### src/tlsch_pkg.sv
`default_nettype none
package tlsch_pkg;

   localparam logic [5:0]  RandomLen    = 6'd32;
   localparam logic [15:0] ExtServerName = 16'h0000;
   localparam logic [15:0] ExtAlpn       = 16'h0010;
   localparam logic [15:0] ExtSupVers    = 16'h002B;

   typedef enum logic [3:0] {
      TK_VERSION     = 4'd0,
      TK_SID_LEN     = 4'd1,
      TK_SID_BYTE    = 4'd2,
      TK_SUITE       = 4'd3,
      TK_EXT_TYPE    = 4'd4,
      TK_SNI_LEN     = 4'd5,
      TK_SNI_BYTE    = 4'd6,
      TK_ALPN_LEN    = 4'd7,
      TK_ALPN_BYTE   = 4'd8,
      TK_SUP_VERSION = 4'd9,
      TK_DONE        = 4'd10,
      TK_ERROR       = 4'd11
   } token_kind_type;

   typedef enum logic [1:0] {
      CAUSE_NONE  = 2'd0,
      CAUSE_TRUNC = 2'd1,
      CAUSE_ODD   = 2'd2,
      CAUSE_OVER  = 2'd3
   } cause_type;

   typedef enum logic [1:0] {
      CLS_OTHER = 2'd0,
      CLS_SNI   = 2'd1,
      CLS_ALPN  = 2'd2,
      CLS_SV    = 2'd3
   } ext_class_type;

   typedef enum logic [4:0] {
      PH_VER_HI, PH_VER_LO, PH_RANDOM, PH_SID_LEN, PH_SID_BYTE,
      PH_CS_LEN_HI, PH_CS_LEN_LO, PH_CS_HI, PH_CS_LO, PH_COMP_LEN, PH_COMP_SKIP,
      PH_EXT_LEN_HI, PH_EXT_LEN_LO, PH_EXT_T_HI, PH_EXT_T_LO, PH_EXT_L_HI,
      PH_EXT_L_LO, PH_TRAIL,
      PH_EXT_SKIP, PH_LIST_HI, PH_LIST_LO, PH_SNI_NTYPE, PH_SNI_NLEN_HI,
      PH_SNI_NLEN_LO, PH_SNI_NAME, PH_SNI_OTHER, PH_ALPN_PLEN, PH_ALPN_PBYTE,
      PH_SV_LEN, PH_SV_HI, PH_SV_LO
   } phase_type;

   typedef struct packed {
      logic [7:0] data_byte;
      logic       last_byte;
   } req_type;

   typedef struct packed {
      logic [3:0]  token_kind;
      logic [15:0] token_value;
      logic [1:0]  error_cause;
      logic        run_last;
   } rsp_type;

   // Up to two result beats that one input beat produces.
   typedef struct packed {
      logic    [1:0] count;
      rsp_type       first;
      rsp_type       second;
   } burst_type;

   function automatic logic [15:0] dec16(input logic [15:0] v);
      dec16 = (v != 16'd0) ? v - 16'd1 : 16'd0;
   endfunction

endpackage
`default_nettype wire

### src/tlsch_parser.sv
`default_nettype none
module tlsch_parser (
   input  wire                     clock,
   input  wire                     reset,
   input  wire                     step,
   input  tlsch_pkg::req_type      item,
   output tlsch_pkg::burst_type    burst
);

   tlsch_pkg::phase_type      phase_ff, phase_in;
   logic [5:0]                prefix_ff, prefix_in;
   logic [15:0]               field_ff, field_in;
   logic [15:0]               exts_ff, exts_in;
   logic [15:0]               ext_ff, ext_in;
   logic [15:0]               list_ff, list_in;
   logic [7:0]                held_ff, held_in;
   tlsch_pkg::ext_class_type  cls_ff, cls_in;
   logic                      failed_ff, failed_in;

   logic [7:0]  b;
   logic [15:0] word;
   logic        in_ext;
   logic [1:0]  err;
   logic        tok_v;
   tlsch_pkg::token_kind_type tok_k;
   logic [15:0] tok_val;
   logic        end_v;
   tlsch_pkg::rsp_type end_r;
   logic        do_reset;
   logic [15:0] list_dec;
   logic [15:0] cs_rem;

   assign b    = item.data_byte;
   assign word = {held_ff, item.data_byte};

   always_comb begin
      phase_in  = phase_ff;
      prefix_in = prefix_ff;
      field_in  = field_ff;
      exts_in   = exts_ff;
      ext_in    = ext_ff;
      list_in   = list_ff;
      held_in   = held_ff;
      cls_in    = cls_ff;
      failed_in = failed_ff;
      err       = tlsch_pkg::CAUSE_NONE;
      tok_v     = 1'b0;
      tok_k     = tlsch_pkg::TK_VERSION;
      tok_val   = 16'd0;
      end_v     = 1'b0;
      end_r     = '0;
      do_reset  = 1'b0;
      in_ext    = phase_ff >= tlsch_pkg::PH_EXT_SKIP;
      list_dec  = tlsch_pkg::dec16(list_ff);
      cs_rem    = (field_ff >= 16'd2) ? field_ff - 16'd2 : 16'd0;

      if (failed_ff) begin
         do_reset = item.last_byte;
      end else begin
         if (in_ext) begin
            ext_in  = tlsch_pkg::dec16(ext_ff);
            exts_in = tlsch_pkg::dec16(exts_ff);
         end
         if (phase_ff >= tlsch_pkg::PH_EXT_T_HI && phase_ff <= tlsch_pkg::PH_EXT_L_LO) begin
            exts_in = tlsch_pkg::dec16(exts_ff);
         end

         unique case (phase_ff)
            tlsch_pkg::PH_VER_HI, tlsch_pkg::PH_CS_LEN_HI, tlsch_pkg::PH_CS_HI,
            tlsch_pkg::PH_EXT_LEN_HI, tlsch_pkg::PH_EXT_T_HI, tlsch_pkg::PH_EXT_L_HI,
            tlsch_pkg::PH_LIST_HI, tlsch_pkg::PH_SV_HI: begin
               held_in  = b;
               phase_in = tlsch_pkg::phase_type'(phase_ff + 5'd1);
               if (phase_ff == tlsch_pkg::PH_SV_HI) begin
                  list_in = list_dec;
               end
            end
            tlsch_pkg::PH_VER_LO: begin
               tok_v = 1'b1; tok_k = tlsch_pkg::TK_VERSION; tok_val = word;
               prefix_in = 6'd0;
               phase_in  = tlsch_pkg::PH_RANDOM;
            end
            tlsch_pkg::PH_RANDOM: begin
               prefix_in = prefix_ff + 6'd1;
               if (prefix_in >= tlsch_pkg::RandomLen) begin
                  phase_in = tlsch_pkg::PH_SID_LEN;
               end
            end
            tlsch_pkg::PH_SID_LEN: begin
               tok_v = 1'b1; tok_k = tlsch_pkg::TK_SID_LEN; tok_val = {8'd0, b};
               field_in = {8'd0, b};
               phase_in = (b != 8'd0) ? tlsch_pkg::PH_SID_BYTE : tlsch_pkg::PH_CS_LEN_HI;
            end
            tlsch_pkg::PH_SID_BYTE: begin
               tok_v = 1'b1; tok_k = tlsch_pkg::TK_SID_BYTE; tok_val = {8'd0, b};
               field_in = tlsch_pkg::dec16(field_ff);
               if (field_in == 16'd0) begin
                  phase_in = tlsch_pkg::PH_CS_LEN_HI;
               end
            end
            tlsch_pkg::PH_CS_LEN_LO: begin
               if (word[0]) begin
                  err = tlsch_pkg::CAUSE_ODD;
               end else begin
                  field_in = word;
                  phase_in = (word != 16'd0) ? tlsch_pkg::PH_CS_HI : tlsch_pkg::PH_COMP_LEN;
               end
            end
            tlsch_pkg::PH_CS_LO: begin
               tok_v = 1'b1; tok_k = tlsch_pkg::TK_SUITE; tok_val = word;
               field_in = cs_rem;
               phase_in = (cs_rem != 16'd0) ? tlsch_pkg::PH_CS_HI : tlsch_pkg::PH_COMP_LEN;
            end
            tlsch_pkg::PH_COMP_LEN: begin
               field_in = {8'd0, b};
               phase_in = (b != 8'd0) ? tlsch_pkg::PH_COMP_SKIP : tlsch_pkg::PH_EXT_LEN_HI;
            end
            tlsch_pkg::PH_COMP_SKIP: begin
               field_in = tlsch_pkg::dec16(field_ff);
               if (field_in == 16'd0) begin
                  phase_in = tlsch_pkg::PH_EXT_LEN_HI;
               end
            end
            tlsch_pkg::PH_EXT_LEN_LO: begin
               exts_in = word;
               if (word >= 16'd4) begin
                  phase_in = tlsch_pkg::PH_EXT_T_HI;
               end else if (word != 16'd0) begin
                  ext_in   = word;
                  phase_in = tlsch_pkg::PH_EXT_SKIP;
               end else begin
                  phase_in = tlsch_pkg::PH_TRAIL;
               end
            end
            tlsch_pkg::PH_EXT_T_LO: begin
               tok_v = 1'b1; tok_k = tlsch_pkg::TK_EXT_TYPE; tok_val = word;
               if (word == tlsch_pkg::ExtServerName) begin
                  cls_in = tlsch_pkg::CLS_SNI;
               end else if (word == tlsch_pkg::ExtAlpn) begin
                  cls_in = tlsch_pkg::CLS_ALPN;
               end else if (word == tlsch_pkg::ExtSupVers) begin
                  cls_in = tlsch_pkg::CLS_SV;
               end else begin
                  cls_in = tlsch_pkg::CLS_OTHER;
               end
               phase_in = tlsch_pkg::PH_EXT_L_HI;
            end
            tlsch_pkg::PH_EXT_L_LO: begin
               // Compare against the block count already decremented for this beat.
               if (word > exts_in) begin
                  err = tlsch_pkg::CAUSE_OVER;
               end else begin
                  ext_in = word;
                  if (word == 16'd0) begin
                     if (exts_in >= 16'd4) begin
                        phase_in = tlsch_pkg::PH_EXT_T_HI;
                     end else if (exts_in != 16'd0) begin
                        ext_in   = exts_in;
                        phase_in = tlsch_pkg::PH_EXT_SKIP;
                     end else begin
                        phase_in = tlsch_pkg::PH_TRAIL;
                     end
                  end else if (cls_ff == tlsch_pkg::CLS_SV) begin
                     phase_in = tlsch_pkg::PH_SV_LEN;
                  end else if (cls_ff != tlsch_pkg::CLS_OTHER && word >= 16'd2) begin
                     phase_in = tlsch_pkg::PH_LIST_HI;
                  end else begin
                     phase_in = tlsch_pkg::PH_EXT_SKIP;
                  end
               end
            end
            tlsch_pkg::PH_LIST_LO: begin
               if (word > ext_in) begin
                  phase_in = tlsch_pkg::PH_EXT_SKIP;
               end else begin
                  list_in = word;
                  if (cls_ff == tlsch_pkg::CLS_SNI) begin
                     phase_in = (word >= 16'd3) ? tlsch_pkg::PH_SNI_NTYPE
                                                : tlsch_pkg::PH_EXT_SKIP;
                  end else begin
                     phase_in = (word != 16'd0) ? tlsch_pkg::PH_ALPN_PLEN
                                                : tlsch_pkg::PH_EXT_SKIP;
                  end
               end
            end
            tlsch_pkg::PH_SNI_NTYPE: begin
               prefix_in = (b != 8'd0) ? 6'd1 : 6'd0;
               list_in   = list_dec;
               phase_in  = tlsch_pkg::PH_SNI_NLEN_HI;
            end
            tlsch_pkg::PH_SNI_NLEN_HI: begin
               held_in  = b;
               list_in  = list_dec;
               phase_in = tlsch_pkg::PH_SNI_NLEN_LO;
            end
            tlsch_pkg::PH_SNI_NLEN_LO: begin
               list_in  = list_dec;
               field_in = word;
               if (word > list_dec) begin
                  phase_in = tlsch_pkg::PH_EXT_SKIP;
               end else if (prefix_ff == 6'd0) begin
                  tok_v = 1'b1; tok_k = tlsch_pkg::TK_SNI_LEN; tok_val = word;
                  phase_in = (word != 16'd0) ? tlsch_pkg::PH_SNI_NAME : tlsch_pkg::PH_EXT_SKIP;
               end else if (word != 16'd0) begin
                  phase_in = tlsch_pkg::PH_SNI_OTHER;
               end else begin
                  phase_in = (list_dec >= 16'd3) ? tlsch_pkg::PH_SNI_NTYPE
                                                 : tlsch_pkg::PH_EXT_SKIP;
               end
            end
            tlsch_pkg::PH_SNI_NAME: begin
               tok_v = 1'b1; tok_k = tlsch_pkg::TK_SNI_BYTE; tok_val = {8'd0, b};
               field_in = tlsch_pkg::dec16(field_ff);
               if (field_in == 16'd0) begin
                  phase_in = tlsch_pkg::PH_EXT_SKIP;
               end
            end
            tlsch_pkg::PH_SNI_OTHER: begin
               field_in = tlsch_pkg::dec16(field_ff);
               list_in  = list_dec;
               if (field_in == 16'd0) begin
                  phase_in = (list_dec >= 16'd3) ? tlsch_pkg::PH_SNI_NTYPE
                                                 : tlsch_pkg::PH_EXT_SKIP;
               end
            end
            tlsch_pkg::PH_ALPN_PLEN: begin
               list_in = list_dec;
               if ({8'd0, b} > list_dec) begin
                  phase_in = tlsch_pkg::PH_EXT_SKIP;
               end else begin
                  tok_v = 1'b1; tok_k = tlsch_pkg::TK_ALPN_LEN; tok_val = {8'd0, b};
                  field_in = {8'd0, b};
                  if (b != 8'd0) begin
                     phase_in = tlsch_pkg::PH_ALPN_PBYTE;
                  end else begin
                     phase_in = (list_dec != 16'd0) ? tlsch_pkg::PH_ALPN_PLEN
                                                    : tlsch_pkg::PH_EXT_SKIP;
                  end
               end
            end
            tlsch_pkg::PH_ALPN_PBYTE: begin
               tok_v = 1'b1; tok_k = tlsch_pkg::TK_ALPN_BYTE; tok_val = {8'd0, b};
               field_in = tlsch_pkg::dec16(field_ff);
               list_in  = list_dec;
               if (field_in == 16'd0) begin
                  phase_in = (list_dec != 16'd0) ? tlsch_pkg::PH_ALPN_PLEN
                                                 : tlsch_pkg::PH_EXT_SKIP;
               end
            end
            tlsch_pkg::PH_SV_LEN: begin
               if ({8'd0, b} > ext_in || b < 8'd2) begin
                  phase_in = tlsch_pkg::PH_EXT_SKIP;
               end else begin
                  list_in  = {8'd0, b};
                  phase_in = tlsch_pkg::PH_SV_HI;
               end
            end
            tlsch_pkg::PH_SV_LO: begin
               tok_v = 1'b1; tok_k = tlsch_pkg::TK_SUP_VERSION; tok_val = word;
               list_in  = list_dec;
               phase_in = (list_dec >= 16'd2) ? tlsch_pkg::PH_SV_HI : tlsch_pkg::PH_EXT_SKIP;
            end
            default: begin
            end
         endcase

         // Once the current extension is used up, move to the next header.
         if (in_ext && ext_in == 16'd0) begin
            if (exts_in >= 16'd4) begin
               phase_in = tlsch_pkg::PH_EXT_T_HI;
            end else if (exts_in != 16'd0) begin
               ext_in   = exts_in;
               phase_in = tlsch_pkg::PH_EXT_SKIP;
            end else begin
               phase_in = tlsch_pkg::PH_TRAIL;
            end
         end

         if (err != tlsch_pkg::CAUSE_NONE) begin
            end_v = 1'b1;
            end_r.token_kind  = tlsch_pkg::TK_ERROR;
            end_r.error_cause = err;
            end_r.run_last    = 1'b1;
            failed_in = 1'b1;
            do_reset  = item.last_byte;
         end else if (item.last_byte) begin
            end_v = 1'b1;
            end_r.run_last = 1'b1;
            if (phase_in == tlsch_pkg::PH_EXT_LEN_HI || phase_in == tlsch_pkg::PH_TRAIL) begin
               end_r.token_kind = tlsch_pkg::TK_DONE;
            end else begin
               end_r.token_kind  = tlsch_pkg::TK_ERROR;
               end_r.error_cause = tlsch_pkg::CAUSE_TRUNC;
            end
            do_reset = 1'b1;
         end
      end

      if (do_reset) begin
         phase_in  = tlsch_pkg::PH_VER_HI;
         prefix_in = 6'd0;
         field_in  = 16'd0;
         exts_in   = 16'd0;
         ext_in    = 16'd0;
         list_in   = 16'd0;
         held_in   = 8'd0;
         cls_in    = tlsch_pkg::CLS_OTHER;
         failed_in = 1'b0;
      end
   end

   always_comb begin
      burst = '0;
      if (tok_v) begin
         burst.first.token_kind  = tok_k;
         burst.first.token_value = tok_val;
         burst.first.run_last    = !end_v;
         burst.second            = end_r;
         burst.count             = end_v ? 2'd2 : 2'd1;
      end else if (end_v) begin
         burst.first = end_r;
         burst.count = 2'd1;
      end
   end

   always_ff @(posedge clock) begin
      if (reset) begin
         phase_ff  <= tlsch_pkg::PH_VER_HI;
         prefix_ff <= 6'd0;
         field_ff  <= 16'd0;
         exts_ff   <= 16'd0;
         ext_ff    <= 16'd0;
         list_ff   <= 16'd0;
         held_ff   <= 8'd0;
         cls_ff    <= tlsch_pkg::CLS_OTHER;
         failed_ff <= 1'b0;
      end else if (step) begin
         phase_ff  <= phase_in;
         prefix_ff <= prefix_in;
         field_ff  <= field_in;
         exts_ff   <= exts_in;
         ext_ff    <= ext_in;
         list_ff   <= list_in;
         held_ff   <= held_in;
         cls_ff    <= cls_in;
         failed_ff <= failed_in;
      end
   end

endmodule
`default_nettype wire

### src/tls_client_hello_token_parser_unit.sv
`default_nettype none
// Channel   Direction  Beat payload
// req_      in         data_byte, last_byte
// rsp_      out        token_kind, token_value, error_cause, run_last
//
// Each input beat is parsed in the cycle it is accepted and yields zero to two
// result beats, held in a two-entry output buffer and offered from the next cycle.
// One byte enters per cycle while the buffer drains in the same cycle. Reset is
// synchronous and returns the parser to the version byte. A stalled result beat
// holds, and the input stalls whenever a result beat would still be waiting after
// this cycle's output.
module tls_client_hello_token_parser_unit (
   input  wire                  clock,
   input  wire                  reset,
   input  wire                  req_valid,
   output logic                 req_stall,
   input  tlsch_pkg::req_type   req_payload,
   output logic                 rsp_valid,
   input  wire                  rsp_stall,
   output tlsch_pkg::rsp_type   rsp_payload
);

   tlsch_pkg::burst_type burst;
   tlsch_pkg::rsp_type   buf_ff [2];
   tlsch_pkg::rsp_type   buf_in [2];
   logic [1:0]           cnt_ff, cnt_in;
   logic                 step;
   logic                 pop;
   logic [1:0]           keep;

   assign pop       = (cnt_ff != 2'd0) && !rsp_stall;
   assign keep      = cnt_ff - {1'b0, pop};
   assign req_stall = keep != 2'd0;
   assign step      = req_valid && !req_stall;
   assign rsp_valid = cnt_ff != 2'd0;
   assign rsp_payload = buf_ff[0];

   tlsch_parser u_parser (
      .clock (clock),
      .reset (reset),
      .step  (step),
      .item  (req_payload),
      .burst (burst)
   );

   always_comb begin
      buf_in[0] = buf_ff[0];
      buf_in[1] = buf_ff[1];
      cnt_in    = keep;
      if (pop) begin
         buf_in[0] = buf_ff[1];
      end
      if (step) begin
         // Buffer is empty after this cycle's pop whenever a beat is accepted.
         buf_in[0] = burst.first;
         buf_in[1] = burst.second;
         cnt_in    = burst.count;
      end
   end

   always_ff @(posedge clock) begin
      if (reset) begin
         cnt_ff <= 2'd0;
      end else begin
         cnt_ff <= cnt_in;
      end
      buf_ff[0] <= buf_in[0];
      buf_ff[1] <= buf_in[1];
   end

endmodule
`default_nettype wire
### config.mk
export PLATFORM = sky130hd
export DESIGN_NAME = tls_client_hello_token_parser_unit
export DESIGN_NICKNAME = d
export VERILOG_FILES = /design/src/tlsch_pkg.sv /design/src/tlsch_parser.sv /design/src/tls_client_hello_token_parser_unit.sv
export SDC_FILE = /design/constraint.sdc
export NUM_CORES = 1
export LEC_CHECK = 0
export BUFFER_PORTS_ARGS = -buffer_cell sky130_fd_sc_hd__buf_2
export CAP_MARGIN = 20
export CORE_UTILIZATION = 35
export CTS_CLUSTER_SIZE = 10
export DETAILED_ROUTE_END_ITERATION = 8
export PLACE_DENSITY_LB_ADDON = 0.15
export SYNTH_ARGS = -nofsm -noshare
export SYNTH_HDL_FRONTEND = slang
export SYNTH_SLANG_ARGS = --single-unit
### constraint.sdc
create_clock -name clock -period 7 [get_ports clock]
set_input_delay 2.1 -clock clock [delete_from_list [all_inputs] [get_ports clock]]
set_output_delay 2.1 -clock clock [all_outputs]
set_load 0.01 [all_outputs]
==> impl_metrics.json <==
{
  "firstDrtPassIters": 5,
  "gp_congestion": 0.992,
  "yosys_warnings": 0,
  "pin_count": 38,
  "dp_hpwl_um": 30000,
  "ant_nets": 0,
  "netlist_area_mm2": 0.0111,
  "power.density_mw_per_mm2": 324,
  "max_slew_margin_pct": 26.5,
  "fin_tns_setup_ns": 0,
  "synthArstFlopShare_pct": 0,
  "required_ns": 7.36,
  "synth_ff_type": "dfxtp_1",
  "synth_seq_cells": 116,
  "cts_resized": 0,
  "placeableCoreArea_mm2": 0.0309,
  "drive_above_1_share_pct": 11.1,
  "fin_skew_ns": 0.0130,
  "crit_path_end_kind": "flip-flop",
  "reg2reg_slack_ns": 0.83,
  "path_max_fanout": 15,
  "dieArea_mm2": 0.0324,
  "avgSynthCellArea_um2": 7.50,
  "synth-edff-count": 28,
  "initial_core_util_pct": 35.9,
  "viasPerCell": 6.18,
  "drtIter0Drc": 1125,
  "cts_made_buffers": 17,
  "synth_cells": 1480,
  "drc": 0,
  "p_leak_nw": 4.55,
  "pwr-share-comb_pct": 51.8,
  "diodes": 0,
  "cts_num_sinks": 116,
  "arrival_ns": 6.53,
  "critical_path_class": "flip-flop to flip-flop",
  "synth-seq-area-share_pct": 23.5,
  "hp-class": "flip-flop to flip-flop",
  "antenna_found_initial": 1,
  "port-buffer-count": 37,
  "drv_cap": 0,
  "grt_use_total_pct": 25.1,
  "p_seq_share_pct": 25.5,
  "synth_largest_area_cell": "dfxtp_1",
  "clkPwrFrac_pct": 22.7,
  "layout_min_cycle_time_ns": 6.17,
  "grt_max_degree": 48,
  "nets": 1519,
  "wirelength_um": 40700,
  "worst_pin_slew_ns": 1.10,
  "synthTopCellsByArea": "dfxtp_1, edfxtp_1, ha_1",
  "cts_setup_buffers": 0,
  "die_h_um": 180,
  "synth_top_area_share_pct": 15.9,
  "placementRows": 64,
  "internal-power_w": 0.00207,
  "grt_pass1_vias": 10700,
  "fmax_ghz": 0.162,
  "fill_cells": 3282,
  "grt-ovfl-total": 0,
  "hold_viol": 0,
  "clk_pin_slew_ns": 0.07,
  "hold_depth": 2,
  "reg2reg_depth": 18,
  "setup_viol": 0,
  "switching_share_pct": 46.7,
  "route.vias.total": 11400,
  "start_kind": "flip-flop",
  "ctsHoldBuffers": 0,
  "grt_first_pass_wirelength_um": 64000,
  "yosysUniqueCellTypes": 108,
  "htree_levels": 4,
  "ir_drop_mv": 0.173,
  "cts_max_path_buffers": 2,
  "switchingPower_w": 0.00181,
  "cts_tree": "done",
  "clockRootBuffer": "clkbuf_16",
  "area_delta_synth_final_pct": 7.78,
  "post-route-period-util_pct": 88.1,
  "drv_slew": 0,
  "clk_latency_ns": 0.44,
  "syn_nets": 1558,
  "utilization_pct": 38.7,
  "wl_per_cell_um": 22.0,
  "die_x_um": 180,
  "status": "complete, no violations",
  "rsz0062_at_grt": "no"
}
-- synth_stat cells (14+ instances only) --
| cell type | instances |
|---|---|
| nor4_1 | 29 |
| nand2b_1 | 14 |
| dfxtp_1 | 88 |
| xnor2_1 | 24 |
| a211oi_1 | 20 |
| clkbuf_1 | 73 |
| buf_4 | 23 |
| nand2_1 | 136 |
| or3_1 | 25 |
| a22o_1 | 15 |
| nand3_1 | 38 |
| nor3_1 | 59 |
| buf_2 | 18 |
| a21oi_1 | 107 |
| nor2_1 | 188 |
| xor2_1 | 16 |
| a22oi_1 | 47 |
| nor2b_1 | 19 |
| o21ai_0 | 68 |
| a21o_1 | 22 |
| ha_1 | 65 |
| and2_1 | 24 |
| edfxtp_1 | 28 |
| a31oi_1 | 18 |
| inv_1 | 34 |
| nand4_1 | 29 |
-- cell type report --
type	instances	area [um^2]	share of cell area, %
Multi-Input combinational cell	1204	7750	64.8
Sequential cell	116	2600	21.8
Tap cell	396	495	4.14
Clock buffer	17	425	3.56
Timing Repair Buffer	67	410	3.43
Clock inverter	15	144	1.20
Inverter	35	131	1.10
-- per-stage QoR --
stage          std cells  power [W]  instance area (um^2)  setup WS, ns  hold slack (ns)
2_1_floorplan       1480    0.00248                 11100          1.81            0.475
3_3_place_gp        1818    0.00299                 11400         0.968            0.503
3_5_place_dp        1818    0.00299                 11400         0.802            0.508
4_1_cts             1850    0.00388                 12000         0.979            0.519
5_1_grt             1850    0.00415                 12000         0.368            0.557
6_report            1850    0.00388                 12000         0.834            0.523
-- state kept, by name (all words and copies together) (netlist names) --
signal / flops
buf_ff: 28
cnt_ff: 2
u_parser.cls_ff: 2
u_parser.ext_ff: 16
u_parser.exts_ff: 16
u_parser.failed_ff: 1
u_parser.field_ff: 16
u_parser.held_ff: 8
u_parser.list_ff: 16
u_parser.phase_ff: 5
u_parser.prefix_ff: 6
-- cell usage in the layout (no fill, tap or decap), types with 9 or more instances in the layout --
master | synthesis | layout
nor2_1 | 188 | 188
a21oi_1 | 107 | 107
nand2_1 | 136 | 136
o31ai_1 | 11 | 11
buf_4 | 23 | 30
and2_1 | 24 | 24
xnor2_1 | 24 | 24
clkbuf_16 | 0 | 17
a211oi_1 | 20 | 20
nand4_1 | 29 | 29
nand3_1 | 38 | 38
a221oi_1 | 12 | 12
and3_1 | 9 | 9
a21o_1 | 22 | 22
inv_1 | 34 | 34
edfxtp_1 | 28 | 28
dfxtp_1 | 88 | 88
o22ai_1 | 10 | 10
a22o_1 | 15 | 15
nor3_1 | 59 | 58
or2_2 | 12 | 12
buf_2 | 18 | 37
or3_1 | 25 | 25
xor2_1 | 16 | 16
nor3b_1 | 9 | 9
a31oi_1 | 18 | 18
nor2b_1 | 19 | 19
o31a_1 | 9 | 9
ha_1 | 65 | 65
o211ai_1 | 12 | 12
nand2b_1 | 14 | 14
nor4_1 | 29 | 29
o21ai_0 | 68 | 67
a22oi_1 | 47 | 47
-- critical path: stages, from the launching register on --
cell and delay (ns):
dfxtp_1 0.37, inv_1 0.08, ha_1 0.28, or4b_1 0.66
nand3b_1 0.35, nor4_1 0.42, mux2i_1 0.31, ha_1 0.28
nand4_1 0.14, nor2_1 0.07, a221oi_1 0.44, a31oi_1 0.23
nor2_1 0.83, o21ai_0 0.23, a22oi_2 0.36, and4bb_4 0.31
a21oi_4 0.40, o21ai_0 0.18, a21oi_1 0.16
-- power by group through the flow --
| stage | sequential [W] | clock, W | combinational (W) |
|---|---|---|---|
| detailed placement | 0.00100 | 0 | 0.00199 |
| floorplan | 0.000929 | 0 | 0.00155 |
| global placement | 0.00100 | 0 | 0.00199 |
| global route | 0.00101 | 0.000928 | 0.00222 |
| CTS | 0.000987 | 0.000899 | 0.00200 |
| finish | 0.000988 | 0.000881 | 0.00201 |
-- kinds of logic after synthesis --
logic type	synth area share, %
and+or+nand+nor	30.3
AOI/OAI and AO/OA	27.9
buffers and inverters	6.87
DFF	23.5
adders and majority gates	7.42
xor gates and xnor gates	3.16
muxes	0.925
-- worst paths after layout --
kind                     endpoint                 from
max          u_parser.phase_ff[0]  u_parser.exts_ff[0]
min           u_parser.list_ff[6]  u_parser.list_ff[6]
max reg2reg  u_parser.phase_ff[0]  u_parser.exts_ff[0]
min reg2reg   u_parser.list_ff[6]  u_parser.list_ff[6]
-- layer usage --
layer	GRT usage (%)	up-vias	share of wire, %
li1	-	5459	-
met1	33.9	5512	46
met5	0	-	0
met3	4.43	57	6.5
met2	40.5	409	46
met4	7.97	0	2.2
Power figures use the tool's default switching activity.
